File: src/rtl/core/afgr_pkg.sv
// ----------------------------------------------------------------------------
// afgr_pkg
// shared widths, codes and state type of the fade gain ramp
// ----------------------------------------------------------------------------
package afgr_pkg;

   // field widths
   localparam int SAMPLE_W = 16;
   localparam int CMD_W    = 2;
   localparam int VOL_W    = 17;
   localparam int LEVEL_W  = 11;
   localparam int STEP_W   = 11;
   localparam int CSR_A_W  = 2;

   // datapath widths
   localparam int MAG_W    = SAMPLE_W + 1;          // sample magnitude, up to 32768
   localparam int P1_W     = MAG_W + LEVEL_W;       // magnitude times level
   localparam int PROD_W   = P1_W + VOL_W;          // times volume
   localparam int FRAC_W   = 16;                    // volume fraction bits
   localparam int T_W      = PROD_W + 1 - FRAC_W;   // dividend of the level division

   localparam int REQ_DATA_W = 24;
   localparam int RSP_DATA_W = 32;

   localparam int FADE_SAMPLES_DEF = 1024;

   // commands
   localparam logic [CMD_W-1:0] CMD_NONE     = 2'd0;
   localparam logic [CMD_W-1:0] CMD_FADE_IN  = 2'd1;
   localparam logic [CMD_W-1:0] CMD_FADE_OUT = 2'd2;

   // register indexes
   localparam logic [CSR_A_W-1:0] CSR_VOLUME        = 2'd0;
   localparam logic [CSR_A_W-1:0] CSR_FADE_IN_STEP  = 2'd1;
   localparam logic [CSR_A_W-1:0] CSR_FADE_OUT_STEP = 2'd2;

   localparam logic [VOL_W-1:0]  VOLUME_RESET = 17'h10000;
   localparam logic [STEP_W-1:0] STEP_RESET   = 11'd1;

   typedef enum logic [2:0] {
      ST_IDLE,
      ST_MUL_LEVEL,
      ST_MUL_VOL,
      ST_DIV,
      ST_DONE
   } afgr_state_type;

endpackage

File: src/rtl/core/afgr_serial_mul.sv
// ----------------------------------------------------------------------------
// afgr_serial_mul
// bit-serial unsigned multiplier, one multiplier bit per cycle, lsb first
// ----------------------------------------------------------------------------
module afgr_serial_mul #(
   parameter int AW = 28,
   parameter int BW = 17
) (
   input  logic             clock,
   input  logic             reset,
   input  logic             start,
   input  logic [AW-1:0]    a,
   input  logic [BW-1:0]    b,
   output logic             busy,
   output logic [AW+BW-1:0] product
);

   localparam int CNT_W = $clog2(BW + 1);

   logic [AW-1:0]    a_ff;
   logic [AW+BW-1:0] acc_ff, acc_in;
   logic [CNT_W-1:0] cnt_ff, cnt_in;
   logic [AW-1:0]    addend;
   logic [AW:0]      sum;

   always_comb begin
      addend = acc_ff[0] ? a_ff : '0;
      sum    = {1'b0, acc_ff[AW+BW-1:BW]} + {1'b0, addend};
      acc_in = acc_ff;
      cnt_in = cnt_ff;
      if (start) begin
         acc_in = {{AW{1'b0}}, b};
         cnt_in = CNT_W'(BW);
      end else if (cnt_ff != '0) begin
         // add, then shift the partial product right by one
         acc_in = {sum, acc_ff[BW-1:1]};
         cnt_in = cnt_ff - 1'b1;
      end
   end

   always_ff @(posedge clock) begin
      if (reset) begin
         cnt_ff <= '0;
      end else begin
         cnt_ff <= cnt_in;
      end
   end

   always_ff @(posedge clock) begin
      if (start) begin
         a_ff <= a;
      end
      acc_ff <= acc_in;
   end

   assign busy    = (cnt_ff != '0);
   assign product = acc_ff;

endmodule

File: src/rtl/core/afgr_serial_div.sv
// ----------------------------------------------------------------------------
// afgr_serial_div
// restoring divider by a constant, one quotient bit per cycle, msb first
// ----------------------------------------------------------------------------
module afgr_serial_div #(
   parameter int NW      = 30,
   parameter int DIVISOR = 1024
) (
   input  logic          clock,
   input  logic          reset,
   input  logic          start,
   input  logic [NW-1:0] dividend,
   output logic          busy,
   output logic [NW-1:0] quotient
);

   localparam int DW    = $clog2(DIVISOR + 1);
   localparam int CNT_W = $clog2(NW + 1);
   localparam logic [DW:0] DIV_C = (DW+1)'(DIVISOR);

   logic [NW-1:0]    quo_ff, quo_in;
   logic [DW-1:0]    rem_ff, rem_in;
   logic [CNT_W-1:0] cnt_ff, cnt_in;
   logic [DW:0]      trial;
   logic [DW:0]      diff;
   logic             fits;

   always_comb begin
      trial  = {rem_ff, quo_ff[NW-1]};
      fits   = (trial >= DIV_C);
      diff   = trial - DIV_C;
      quo_in = quo_ff;
      rem_in = rem_ff;
      cnt_in = cnt_ff;
      if (start) begin
         quo_in = dividend;
         rem_in = '0;
         cnt_in = CNT_W'(NW);
      end else if (cnt_ff != '0) begin
         // dividend bits leave at the top, quotient bits enter at the bottom
         quo_in = {quo_ff[NW-2:0], fits};
         rem_in = fits ? diff[DW-1:0] : trial[DW-1:0];
         cnt_in = cnt_ff - 1'b1;
      end
   end

   always_ff @(posedge clock) begin
      if (reset) begin
         cnt_ff <= '0;
      end else begin
         cnt_ff <= cnt_in;
      end
   end

   always_ff @(posedge clock) begin
      quo_ff <= quo_in;
      rem_ff <= rem_in;
   end

   assign busy     = (cnt_ff != '0);
   assign quotient = quo_ff;

endmodule

File: src/rtl/core/audio_fade_gain_ramp_top.sv
// ----------------------------------------------------------------------------
// audio_fade_gain_ramp_top
// per-sample volume scaling with a linear fade-in / fade-out ramp
// each accepted item takes two passes through the shared bit-serial multiplier
//   and one through the bit-serial divider; a new item is taken only once the
//   result of the last one is in the output register
// reset (synchronous): level 0, fading in, volume unity, both steps 1
// ----------------------------------------------------------------------------
module audio_fade_gain_ramp_top #(
   parameter int FADE_SAMPLES = afgr_pkg::FADE_SAMPLES_DEF
) (
   input  logic                              clock,
   input  logic                              reset,
   // input items
   input  logic                              req_tvalid,
   output logic                              req_tready,
   input  logic [afgr_pkg::REQ_DATA_W-1:0]   req_tdata,  // command, sample_in, zero pad
   input  logic                              req_tlast,  // block_end
   // result items
   output logic                              rsp_tvalid,
   input  logic                              rsp_tready,
   output logic [afgr_pkg::RSP_DATA_W-1:0]   rsp_tdata,  // sample_out, level_after,
                                                         // fade_out_done, zero pad
   output logic                              rsp_tlast,  // block_end_out
   // register writes
   input  logic                              csr_we,
   input  logic [afgr_pkg::CSR_A_W-1:0]      csr_addr,
   input  logic [afgr_pkg::VOL_W-1:0]        csr_wdata
);

   localparam int SW  = afgr_pkg::SAMPLE_W;
   localparam int LW  = afgr_pkg::LEVEL_W;
   localparam int PW  = afgr_pkg::PROD_W;
   localparam int TW  = afgr_pkg::T_W;
   localparam int MW  = afgr_pkg::MAG_W;
   localparam int AW  = afgr_pkg::P1_W;
   localparam int BW  = afgr_pkg::VOL_W;
   localparam int SPW = afgr_pkg::STEP_W;

   // rounding: add half of 65536 * FADE_SAMPLES before the division
   localparam logic [PW:0]   HALF_DEN   = (PW+1)'(FADE_SAMPLES * 32768);
   localparam logic [LW-1:0] LEVEL_MAX  = LW'(FADE_SAMPLES);
   localparam logic [LW:0]   LEVEL_MAXW = (LW+1)'(FADE_SAMPLES);
   localparam logic [MW-1:0] POS_LIM    = MW'(32767);
   localparam logic [MW-1:0] NEG_LIM    = MW'(32768);

   // ---------------------------------------------------------------------
   // configuration registers
   // ---------------------------------------------------------------------
   logic [BW-1:0]  volume_ff;
   logic [SPW-1:0] in_step_ff;
   logic [SPW-1:0] out_step_ff;

   always_ff @(posedge clock) begin
      if (reset) begin
         volume_ff   <= afgr_pkg::VOLUME_RESET;
         in_step_ff  <= afgr_pkg::STEP_RESET;
         out_step_ff <= afgr_pkg::STEP_RESET;
      end else if (csr_we) begin
         case (csr_addr)
            afgr_pkg::CSR_VOLUME:        volume_ff   <= csr_wdata;
            afgr_pkg::CSR_FADE_IN_STEP:  in_step_ff  <= csr_wdata[SPW-1:0];
            afgr_pkg::CSR_FADE_OUT_STEP: out_step_ff <= csr_wdata[SPW-1:0];
            default: ;
         endcase
      end
   end

   // ---------------------------------------------------------------------
   // input item fields
   // ---------------------------------------------------------------------
   logic [afgr_pkg::CMD_W-1:0] req_cmd;
   logic [SW-1:0]              req_sample;
   logic                       req_accept;

   assign req_cmd    = req_tdata[afgr_pkg::CMD_W-1:0];
   assign req_sample = req_tdata[afgr_pkg::CMD_W +: SW];
   assign req_accept = req_tvalid && req_tready;

   // ---------------------------------------------------------------------
   // fade state: command first, then the level step, all at accept time;
   // the level before the step feeds the multiplier
   // ---------------------------------------------------------------------
   logic [LW-1:0] fade_level_ff, fade_level_in;
   logic          fading_out_ff, fading_out_in;
   logic [LW-1:0] level_eff;
   logic [LW:0]   level_sum;
   logic [MW-1:0] mag_in;

   always_comb begin
      level_eff     = fade_level_ff;
      fading_out_in = fading_out_ff;
      if (req_cmd == afgr_pkg::CMD_FADE_IN) begin
         level_eff     = '0;
         fading_out_in = 1'b0;
      end else if (req_cmd == afgr_pkg::CMD_FADE_OUT) begin
         fading_out_in = 1'b1;
      end

      level_sum = {1'b0, level_eff} + {1'b0, in_step_ff};
      if (fading_out_in) begin
         fade_level_in = (out_step_ff >= level_eff) ? '0 : (level_eff - out_step_ff);
      end else begin
         fade_level_in = (level_sum > LEVEL_MAXW) ? LEVEL_MAX : level_sum[LW-1:0];
      end

      // magnitude of the sample, 32768 for the most negative code
      mag_in = req_sample[SW-1] ? (MW'(1 << SW) - {1'b0, req_sample})
                                : {1'b0, req_sample};
   end

   always_ff @(posedge clock) begin
      if (reset) begin
         fade_level_ff <= '0;
         fading_out_ff <= 1'b0;
      end else if (req_accept) begin
         fade_level_ff <= fade_level_in;
         fading_out_ff <= fading_out_in;
      end
   end

   // per-item values held until the result is formed
   logic          neg_ff;
   logic          last_ff;
   logic [LW-1:0] level_after_ff;
   logic          done_flag_ff;

   always_ff @(posedge clock) begin
      if (req_accept) begin
         neg_ff         <= req_sample[SW-1];
         last_ff        <= req_tlast;
         level_after_ff <= fade_level_in;
         done_flag_ff   <= fading_out_in && (fade_level_in == '0);
      end
   end

   // ---------------------------------------------------------------------
   // sequencer
   // ---------------------------------------------------------------------
   afgr_pkg::afgr_state_type state_ff, state_in;

   logic          mul_start;
   logic          mul_busy;
   logic [AW-1:0] mul_a;
   logic [BW-1:0] mul_b;
   logic [PW-1:0] mul_prod;
   logic          div_start;
   logic          div_busy;
   logic [TW-1:0] div_dividend;
   logic [TW-1:0] div_quo;
   logic [PW:0]   rounded;
   logic          rsp_load;
   logic          rsp_valid_ff;

   // next state
   always_comb begin
      state_in = state_ff;
      case (state_ff)
         afgr_pkg::ST_IDLE: begin
            if (req_tvalid) state_in = afgr_pkg::ST_MUL_LEVEL;
         end
         afgr_pkg::ST_MUL_LEVEL: begin
            if (!mul_busy) state_in = afgr_pkg::ST_MUL_VOL;
         end
         afgr_pkg::ST_MUL_VOL: begin
            if (!mul_busy) state_in = afgr_pkg::ST_DIV;
         end
         afgr_pkg::ST_DIV: begin
            if (!div_busy) state_in = afgr_pkg::ST_DONE;
         end
         afgr_pkg::ST_DONE: begin
            if (!rsp_valid_ff || rsp_tready) state_in = afgr_pkg::ST_IDLE;
         end
         default: state_in = afgr_pkg::ST_IDLE;
      endcase
   end

   // control outputs
   always_comb begin
      req_tready = 1'b0;
      mul_start  = 1'b0;
      div_start  = 1'b0;
      rsp_load   = 1'b0;
      // first pass: magnitude times level, second pass: that times volume
      mul_a      = mul_prod[AW-1:0];
      mul_b      = volume_ff;
      case (state_ff)
         afgr_pkg::ST_IDLE: begin
            req_tready = 1'b1;
            mul_start  = req_tvalid;
            mul_a      = AW'(mag_in);
            mul_b      = BW'(level_eff);
         end
         afgr_pkg::ST_MUL_LEVEL: begin
            mul_start = !mul_busy;
         end
         afgr_pkg::ST_MUL_VOL: begin
            div_start = !mul_busy;
         end
         afgr_pkg::ST_DIV: ;
         afgr_pkg::ST_DONE: begin
            rsp_load = !rsp_valid_ff || rsp_tready;
         end
         default: ;
      endcase
   end

   always_ff @(posedge clock) begin
      if (reset) begin
         state_ff <= afgr_pkg::ST_IDLE;
      end else begin
         state_ff <= state_in;
      end
   end

   // ---------------------------------------------------------------------
   // arithmetic units
   // ---------------------------------------------------------------------
   afgr_serial_mul #(
      .AW (AW),
      .BW (BW)
   ) u_mul (
      .clock   (clock),
      .reset   (reset),
      .start   (mul_start),
      .a       (mul_a),
      .b       (mul_b),
      .busy    (mul_busy),
      .product (mul_prod)
   );

   // drop the volume fraction after adding the rounding half
   assign rounded      = {1'b0, mul_prod} + HALF_DEN;
   assign div_dividend = rounded[PW:afgr_pkg::FRAC_W];

   afgr_serial_div #(
      .NW      (TW),
      .DIVISOR (FADE_SAMPLES)
   ) u_div (
      .clock    (clock),
      .reset    (reset),
      .start    (div_start),
      .dividend (div_dividend),
      .busy     (div_busy),
      .quotient (div_quo)
   );

   // ---------------------------------------------------------------------
   // saturation, sign and output register
   // ---------------------------------------------------------------------
   logic [MW-1:0] sat_lim;
   logic [MW-1:0] q_sat;
   logic [SW-1:0] sample_res;

   always_comb begin
      sat_lim    = neg_ff ? NEG_LIM : POS_LIM;
      q_sat      = (div_quo > TW'(sat_lim)) ? sat_lim : div_quo[MW-1:0];
      sample_res = neg_ff ? SW'(MW'(0) - q_sat) : q_sat[SW-1:0];
   end

   logic [SW-1:0] rsp_sample_ff;
   logic [LW-1:0] rsp_level_ff;
   logic          rsp_done_ff;
   logic          rsp_last_ff;

   always_ff @(posedge clock) begin
      if (reset) begin
         rsp_valid_ff <= 1'b0;
      end else if (rsp_load) begin
         rsp_valid_ff <= 1'b1;
      end else if (rsp_tready) begin
         rsp_valid_ff <= 1'b0;
      end
   end

   always_ff @(posedge clock) begin
      if (rsp_load) begin
         rsp_sample_ff <= sample_res;
         rsp_level_ff  <= level_after_ff;
         rsp_done_ff   <= done_flag_ff;
         rsp_last_ff   <= last_ff;
      end
   end

   assign rsp_tvalid = rsp_valid_ff;
   assign rsp_tlast  = rsp_last_ff;
   assign rsp_tdata  = {{(afgr_pkg::RSP_DATA_W - SW - LW - 1){1'b0}},
                        rsp_done_ff, rsp_level_ff, rsp_sample_ff};

   // ---------------------------------------------------------------------
   // assertions
   // ---------------------------------------------------------------------
   // the ramp never leaves 0..FADE_SAMPLES
   a_level_range: assert property (@(posedge clock) disable iff (reset)
      fade_level_ff <= LEVEL_MAX)
      else $error("fade level above full scale");

   // the shared multiplier is idle whenever a new item can enter
   a_mul_idle: assert property (@(posedge clock) disable iff (reset)
      (state_ff == afgr_pkg::ST_IDLE) |-> !mul_busy)
      else $error("multiplier busy while idle");

   // the divider is never started while the multiplier or the divider still runs
   a_div_start: assert property (@(posedge clock) disable iff (reset)
      div_start |-> (!mul_busy && !div_busy))
      else $error("divider started too early");

   // a finished fade-out always reports a silent level
   a_done_level: assert property (@(posedge clock) disable iff (reset)
      (rsp_valid_ff && rsp_done_ff) |-> (rsp_level_ff == '0))
      else $error("fade-out done with non-zero level");

endmodule
File: config.mk
export PLATFORM = sky130hd
export DESIGN_NAME = audio_fade_gain_ramp_top
export DESIGN_NICKNAME = d
export VERILOG_FILES = /design/src/rtl/core/afgr_pkg.sv /design/src/rtl/core/afgr_serial_mul.sv /design/src/rtl/core/afgr_serial_div.sv /design/src/rtl/core/audio_fade_gain_ramp_top.sv
export SDC_FILE = /design/constraint.sdc
export NUM_CORES = 1
export LEC_CHECK = 0
export BUFFER_PORTS_ARGS = -buffer_cell sky130_fd_sc_hd__buf_2
export CAP_MARGIN = 5
export CORE_UTILIZATION = 29
export CTS_CLUSTER_DIAMETER = 80
export DETAILED_ROUTE_END_ITERATION = 10
export SYNTH_ARGS = -nofsm -noshare
export SYNTH_HDL_FRONTEND = slang
export SYNTH_SLANG_ARGS = --single-unit
File: constraint.sdc
create_clock -name clock -period 4.21 [get_ports clock]
set_input_delay 0.842 -clock clock [delete_from_list [all_inputs] [get_ports clock]]
set_output_delay 0.842 -clock clock [all_outputs]
set_load 0.02 [all_outputs]
==> Word level (Yosys, flattened, before mapping) <==
Cells that the tools add are included.
{ "word_totals": {"ff_bits": 222, "in_bits": 49, "out_inout_bits": 35} }
{ "op_classes": {"add_sub_neg": 9, "magnitude_cmp": 4, "n_eq_ne": 13, "muxes": 34, "n_reduce_logical": 19} }
{ "op_table": {"columns": ["cell", "count"], "rows": [
  ["17-bit two-way mux", 5],
  ["30-bit two-way mux", 2],
  ["11-bit two-way mux", 5],
  ["16-bit two-way mux", 3],
  ["45-bit by 26-bit adder with 46-bit output, second input constant", 1],
  ["30-bit by 16-bit greater-than comparator with 1-bit output", 1],
  ["28-bit by 28-bit adder with 29-bit output", 1],
  ["28-bit two-way mux", 1],
  ["5-bit two-way mux", 4],
  ["17-bit by 16-bit subtractor with 17-bit output, first input constant", 1],
  ["1-bit by 16-bit subtractor with 16-bit output, first input constant", 1],
  ["3-bit two-way mux", 5],
  ["3-bit one-hot mux with 5 select lines", 1],
  ["11-bit by 11-bit adder with 12-bit output", 1],
  ["12-bit by 11-bit >= comparator with 1-bit output, second input constant", 1],
  ["12-bit by 11-bit greater-than comparator with 1-bit output, second input constant", 1],
  ["11-bit >= comparator", 1],
  ["11-bit zero test", 1],
  ["11-bit subtractor", 1],
  ["11-bit subtractor, second input constant", 1],
  ["2-bit != test, second input constant", 5],
  ["5-bit nonzero test", 2],
  ["5-bit by 1-bit subtractor with 5-bit output, second input constant", 2],
  ["1-bit two-way mux", 7],
  ["15 further kinds", 25]
]} }

==> Logic depth before layout (Yosys ltp) <==
{ "depth": {"depth_word": 8, "mapped_depth": 17, "mapped_depth_nobuf": 15} }

==> Cells and area by module <==
From an unflattened synthesis, not the netlist that was laid out.
{ "hier_totals": {"cells_unflattened": 1457, "area_unflattened_um2": 13431.6} }
{ "by_module_without_submodules": {"columns": ["module", "instances", "cells_per_inst", "area_each_um2", "seq_area_each_um2"], "rows": [
  ["audio_fade_gain_ramp_top", 1, 887, 7149.4, 2392.3],
  ["afgr_serial_mul", 1, 431, 4393.0, 2011.9],
  ["afgr_serial_div", 1, 139, 1889.3, 1221.2]
]} }

==> Least setup slack after synthesis <==
Ideal clock, no wire load.
{ "synth_path": {"path_type": "input port to flip-flop", "from": "input req_tdata[1] in the netlist's numbering", "to": "register done_flag_ff (data pin)", "setup_time_ns": 0.169, "arrival_time_ns": 3.691, "required_ns": 4.041, "setup_slack_ns": 0.350, "path_stages": 16, "n_path_buf": 3, "cell_sequence": "nand2b_4 -> buf_12 -> buf_6 -> clkbuf_1 -> nand2_1 -> inv_1 -> ha_1 -> ha_1 -> a31o_4 -> o211ai_2 -> a221o_2 -> a21oi_4 -> mux2i_4 -> a2bb2oi_2 -> nand3_1 -> nor4b_2"} }
{ "synth_via": {"elab_chain_len": 8} }
{ "synth_rtl": {"columns": ["element", "line", "rtl"], "rows": [
  ["start, declared", "audio_fade_gain_ramp_top.sv:17", "input logic [afgr_pkg::REQ_DATA_W-1:0] req_tdata,"],
  ["2-bit by 1-bit equality test with 1-bit output", "audio_fade_gain_ramp_top.sv:93", "if (req_cmd == afgr_pkg::CMD_FADE_IN) begin"],
  ["11-bit two-way mux", "audio_fade_gain_ramp_top.sv:93", null],
  ["11-bit by 11-bit adder with 12-bit output", "audio_fade_gain_ramp_top.sv:100", "level_sum = {1'b0, level_eff} + {1'b0, in_step_ff};"],
  ["12-bit by 11-bit greater-than comparator with 1-bit output", "audio_fade_gain_ramp_top.sv:104", "fade_level_in = (level_sum > LEVEL_MAXW) ? LEVEL_MAX : level_sum[LW-1:0];"],
  ["11-bit two-way mux", "audio_fade_gain_ramp_top.sv:104", null],
  ["11-bit two-way mux", "audio_fade_gain_ramp_top.sv:101", "if (fading_out_in) begin"],
  ["11-bit zero test", "audio_fade_gain_ramp_top.sv:133", "done_flag_ff <= fading_out_in && (fade_level_in == '0);"],
  ["1-bit logical AND *", "audio_fade_gain_ramp_top.sv:133", null],
  ["end signal, assigned", "audio_fade_gain_ramp_top.sv:133", null],
  ["end, declared", "audio_fade_gain_ramp_top.sv:126", "logic done_flag_ff;"]
]} }
Mark *: on every way between the ends. The rest lies on a longest branch, timed or not.
A chain may end at the register's enable or synchronous reset.

==> Worst setup path in the final report <==
{ "layout_path": {"from": "register neg_ff", "to": "register rsp_sample_ff[10] (data pin)"} }
{ "layout_via": {"elab_chain_len": 5} }
{ "layout_rtl": {"columns": ["element", "line", "rtl"], "rows": [
  ["start, declared", "audio_fade_gain_ramp_top.sv:123", "logic neg_ff;"],
  ["start signal, assigned", "audio_fade_gain_ramp_top.sv:130", "neg_ff <= req_sample[SW-1];"],
  ["16-bit two-way mux", "audio_fade_gain_ramp_top.sv:256", "sat_lim = neg_ff ? NEG_LIM : POS_LIM;"],
  ["30-bit by 16-bit greater-than comparator with 1-bit output", "audio_fade_gain_ramp_top.sv:257", "q_sat = (div_quo > TW'(sat_lim)) ? sat_lim : div_quo[MW-1:0];"],
  ["16-bit two-way mux", "audio_fade_gain_ramp_top.sv:257", null],
  ["1-bit by 16-bit subtractor with 16-bit output", "audio_fade_gain_ramp_top.sv:258", "sample_res = neg_ff ? SW'(MW'(0) - q_sat) : q_sat[SW-1:0];"],
  ["16-bit two-way mux *", "audio_fade_gain_ramp_top.sv:258", null],
  ["via sample_res[10]", "audio_fade_gain_ramp_top.sv:253", "logic [SW-1:0] sample_res;"],
  ["end signal, assigned", "audio_fade_gain_ramp_top.sv:278", "rsp_sample_ff <= sample_res;"],
  ["end, declared", "audio_fade_gain_ramp_top.sv:261", "logic [SW-1:0] rsp_sample_ff;"]
]} }
Mark *: on every way through the listed nets, which the timed path passes. The rest lies on a longest branch.

==> results.json <==
{
  "grt_pass1_wl_mm": 53.36,
  "synthFlopType": "edfxtp_1",
  "p_per_area_nw_per_um2": 668.9,
  "drv_cap": 0,
  "holdCritPathClass": "flip-flop to flip-flop",
  "synth_top_area_cell": "edfxtp_1",
  "synth.ff_latch_count": 222,
  "die_area_um2": 46390,
  "drc": 0,
  "r2r_end": "rsp_sample_ff[10]",
  "hold_buffers": 0,
  "clock-sinks": 222,
  "clock_latency_ns": 0.56,
  "wl_per_cell_um": 15.44,
  "vias": 10511,
  "status": "completed",
  "firstDrtPassIters": 5,
  "routabilityCongestion": 0.9035,
  "clockRootBuffer": "clkbuf_16",
  "hold_viol": 0,
  "drtIter0Drc": 748,
  "grt_max_degree": 64,
  "antenna_found_initial": 0,
  "timing.hold.ws_ns": 0.4175,
  "async_flop_share": 0,
  "setup_viol": 0,
  "synth_most_common_cell": "nand2_1",
  "synth.avg_cell_area_um2": 9.032,
  "cts_tree": "built",
  "h-tree-depth": 1,
  "cts_buffer_depth": 3,
  "nNetsFinal": 1625,
  "worstHoldPathCells": 0,
  "grt_pass1_vias": 10029,
  "yosys_warnings": 0,
  "leakage_nw": 5.850,
  "hold_path_end": "rsp_level_ff[6]",
  "r2r_start": "neg_ff",
  "io_pins": 84,
  "cts_made_buffers": 25,
  "skew_ns": 0.03845,
  "die_w_um": 215.4,
  "tightestPinTransition_ns": 1.141,
  "rrSetupSlack_ns": 0.55,
  "fp.coreArea_um2": 44610,
  "final.setup.tns_ns": 0,
  "start_util": 0.2960,
  "cp.arrival_ns": 3.93,
  "layout-drive-gt1-share": 0.1267,
  "grtUsageTotal": 0.1404,
  "viasPerCell": 4.951,
  "syn-instance-count": 1462,
  "num_antenna_cells": 0,
  "dp_hpwl_mm": 24.19,
  "cts_resized": 0,
  "syn_area_um2": 13210,
  "netlist-cell-type-count": 97,
  "synth_top_area_frac": 0.2683,
  "end_kind": "flip-flop",
  "rows": 77,
  "fin_ws_ns": 0.5486,
  "cp_max_fo": 17,
  "critPathRequiredTime_ns": 4.48,
  "report.final.slew_viol_count": 0,
  "overflow": 0,
  "place_ws_ns": 0.2702,
  "post_cts_buffers": 0,
  "ys_seq_area_frac": 0.4260,
  "port_buffers": 73,
  "holdCritStartpoint": "level_after_ff[6]",
  "finalCritPeriodShare": 0.8697,
  "path_clk_slew_ns": 0.06,
  "synthTopCellsByArea": "edfxtp_1 (27%), dfxtp_1 (16%), nand2_1 (6.7%)",
  "max_freq_ghz": 0.2731,
  "start_kind": "flip-flop",
  "relSlewSlack": 0.2364,
  "post-route-min-period_ns": 3.661,
  "synth_edf_count": 118,
  "die_h_um": 215.4,
  "area_growth_pct": 13.39,
  "worst-r2r-cell-count": 14,
  "num-fill-cells": 4622,
  "power_mw": 10.02,
  "path_class": "flip-flop to flip-flop",
  "drt_wl_total_mm": 32.77,
  "rsz0062_at_grt": "no",
  "drtAntennaViolNets": 0,
  "synth_commonest_cells": "nand2_1 (235), nor2_1 (130), edfxtp_1 (118), a21oi_1 (112), dfxtp_1 (104)",
  "peakVddDrop_uv": 313.0
}
[per-layer routing]
layer | up-vias | GRT usage | part of all wire | routed length (µm)
li1 | 5315 | - | - | -
met4 | 0 | 0.03995 | 0.023 | 759
met2 | 209 | 0.2143 | 0.43 | 14070
met1 | 4946 | 0.2050 | 0.50 | 16520
met5 | - | 0 | 0 | 0
met3 | 41 | 0.01973 | 0.044 | 1428
[layout make-up]
type                    count  area [µm²]  share of cell area
well taps                 592       740.7             0.04947
flip-flops and latches    222        5625              0.3757
repair buffers             94       523.0             0.03493
clock inverters            12       113.9            0.007604
clock buffers              34       720.7             0.04813
inverters                  43       161.4             0.01078
multi-input cells        1126        7088              0.4734
[layout by cell type (no fill, tap or decap), types with 10 or more instances in the layout]
cell type and instances:
edfxtp_1 118, o21ai_0 98, a31oi_1 10, xnor2_1 42, o31ai_1 11, a21oi_1 112, a21o_1 27, nand2_1 235
nor2_1 129, a211oi_1 11, buf_4 21, nand4_1 10, and2_1 48, inv_1 37, dfxtp_1 104, nand3_1 24
or3_1 11, xor2_1 33, nor3_1 32, nand2b_1 13, ha_1 63, clkbuf_16 26, mux2i_1 30, nor2b_1 16
buf_2 73
[power by group]
part           total (mW)  switching, mW  internal (mW)
clock network        2.22          0.897           1.32
logic                4.01           2.46           1.56
registers            3.79          0.595           3.19
[sequential cells by signal, summed over array words and instances, names as in the netlist, 3 cells and up]
signal          cells
u_mul.cnt_ff        5
fade_level_ff      11
rsp_sample_ff      16
u_div.rem_ff       11
u_mul.product      45
u_mul.a_ff         28
u_div.quotient     30
u_div.cnt_ff        5
volume_ff          17
state_ff            3
out_step_ff        11
in_step_ff         11
level_after_ff     11
rsp_level_ff       11
[worst max path at each step]
stage,from,to,slack [ns],cells past startpoint
2_1_floorplan,req_tdata[1],done_flag_ff,0.35,16
3_3_place_gp,req_tdata[1],done_flag_ff,0.35,12
3_5_place_dp,req_tdata[1],done_flag_ff,0.27,13
4_1_cts,neg_ff,rsp_sample_ff[10],0.54,14
5_1_grt,neg_ff,rsp_sample_ff[10],0.27,14
6_report,neg_ff,rsp_sample_ff[10],0.55,14
[metrics by stage]
step                utilization  cell area [µm²]  std cells
floorplan                     -            13220       1465
global placement         0.3170            14140       2077
detailed placement       0.3170            14140       2077
CTS                      0.3357            14970       2123
global route             0.3357            14970       2123
finish                   0.3357            14970       2123
[cell families (layout without fill, tap and decap cells)]
group,count (synthesis),after routing,share of synthesized area
simple gates,578,578,0.2065
fa+ha+maj,65,65,0.06197
compound gates,372,372,0.1905
other cells,1,4,0.0002840
xor+xnor,75,75,0.04974
mux,32,32,0.02530
buf+inv,117,183,0.03970
flops,222,222,0.4260
[worst max-delay path: stages (launching register included)]
cell and delay [ns]:
edfxtp_1 0.57, buf_4 0.28, ha_1 0.21, a21o_1 0.15
a21o_1 0.17, a21o_1 0.17, a21o_1 0.17, a221o_1 0.34
a21o_1 0.20, o21ai_0 0.22, ha_1 0.42, nand2_1 0.11
xor2_1 0.15, o21ai_0 0.15, a21oi_1 0.08
(Power assumes the default switching activity.)
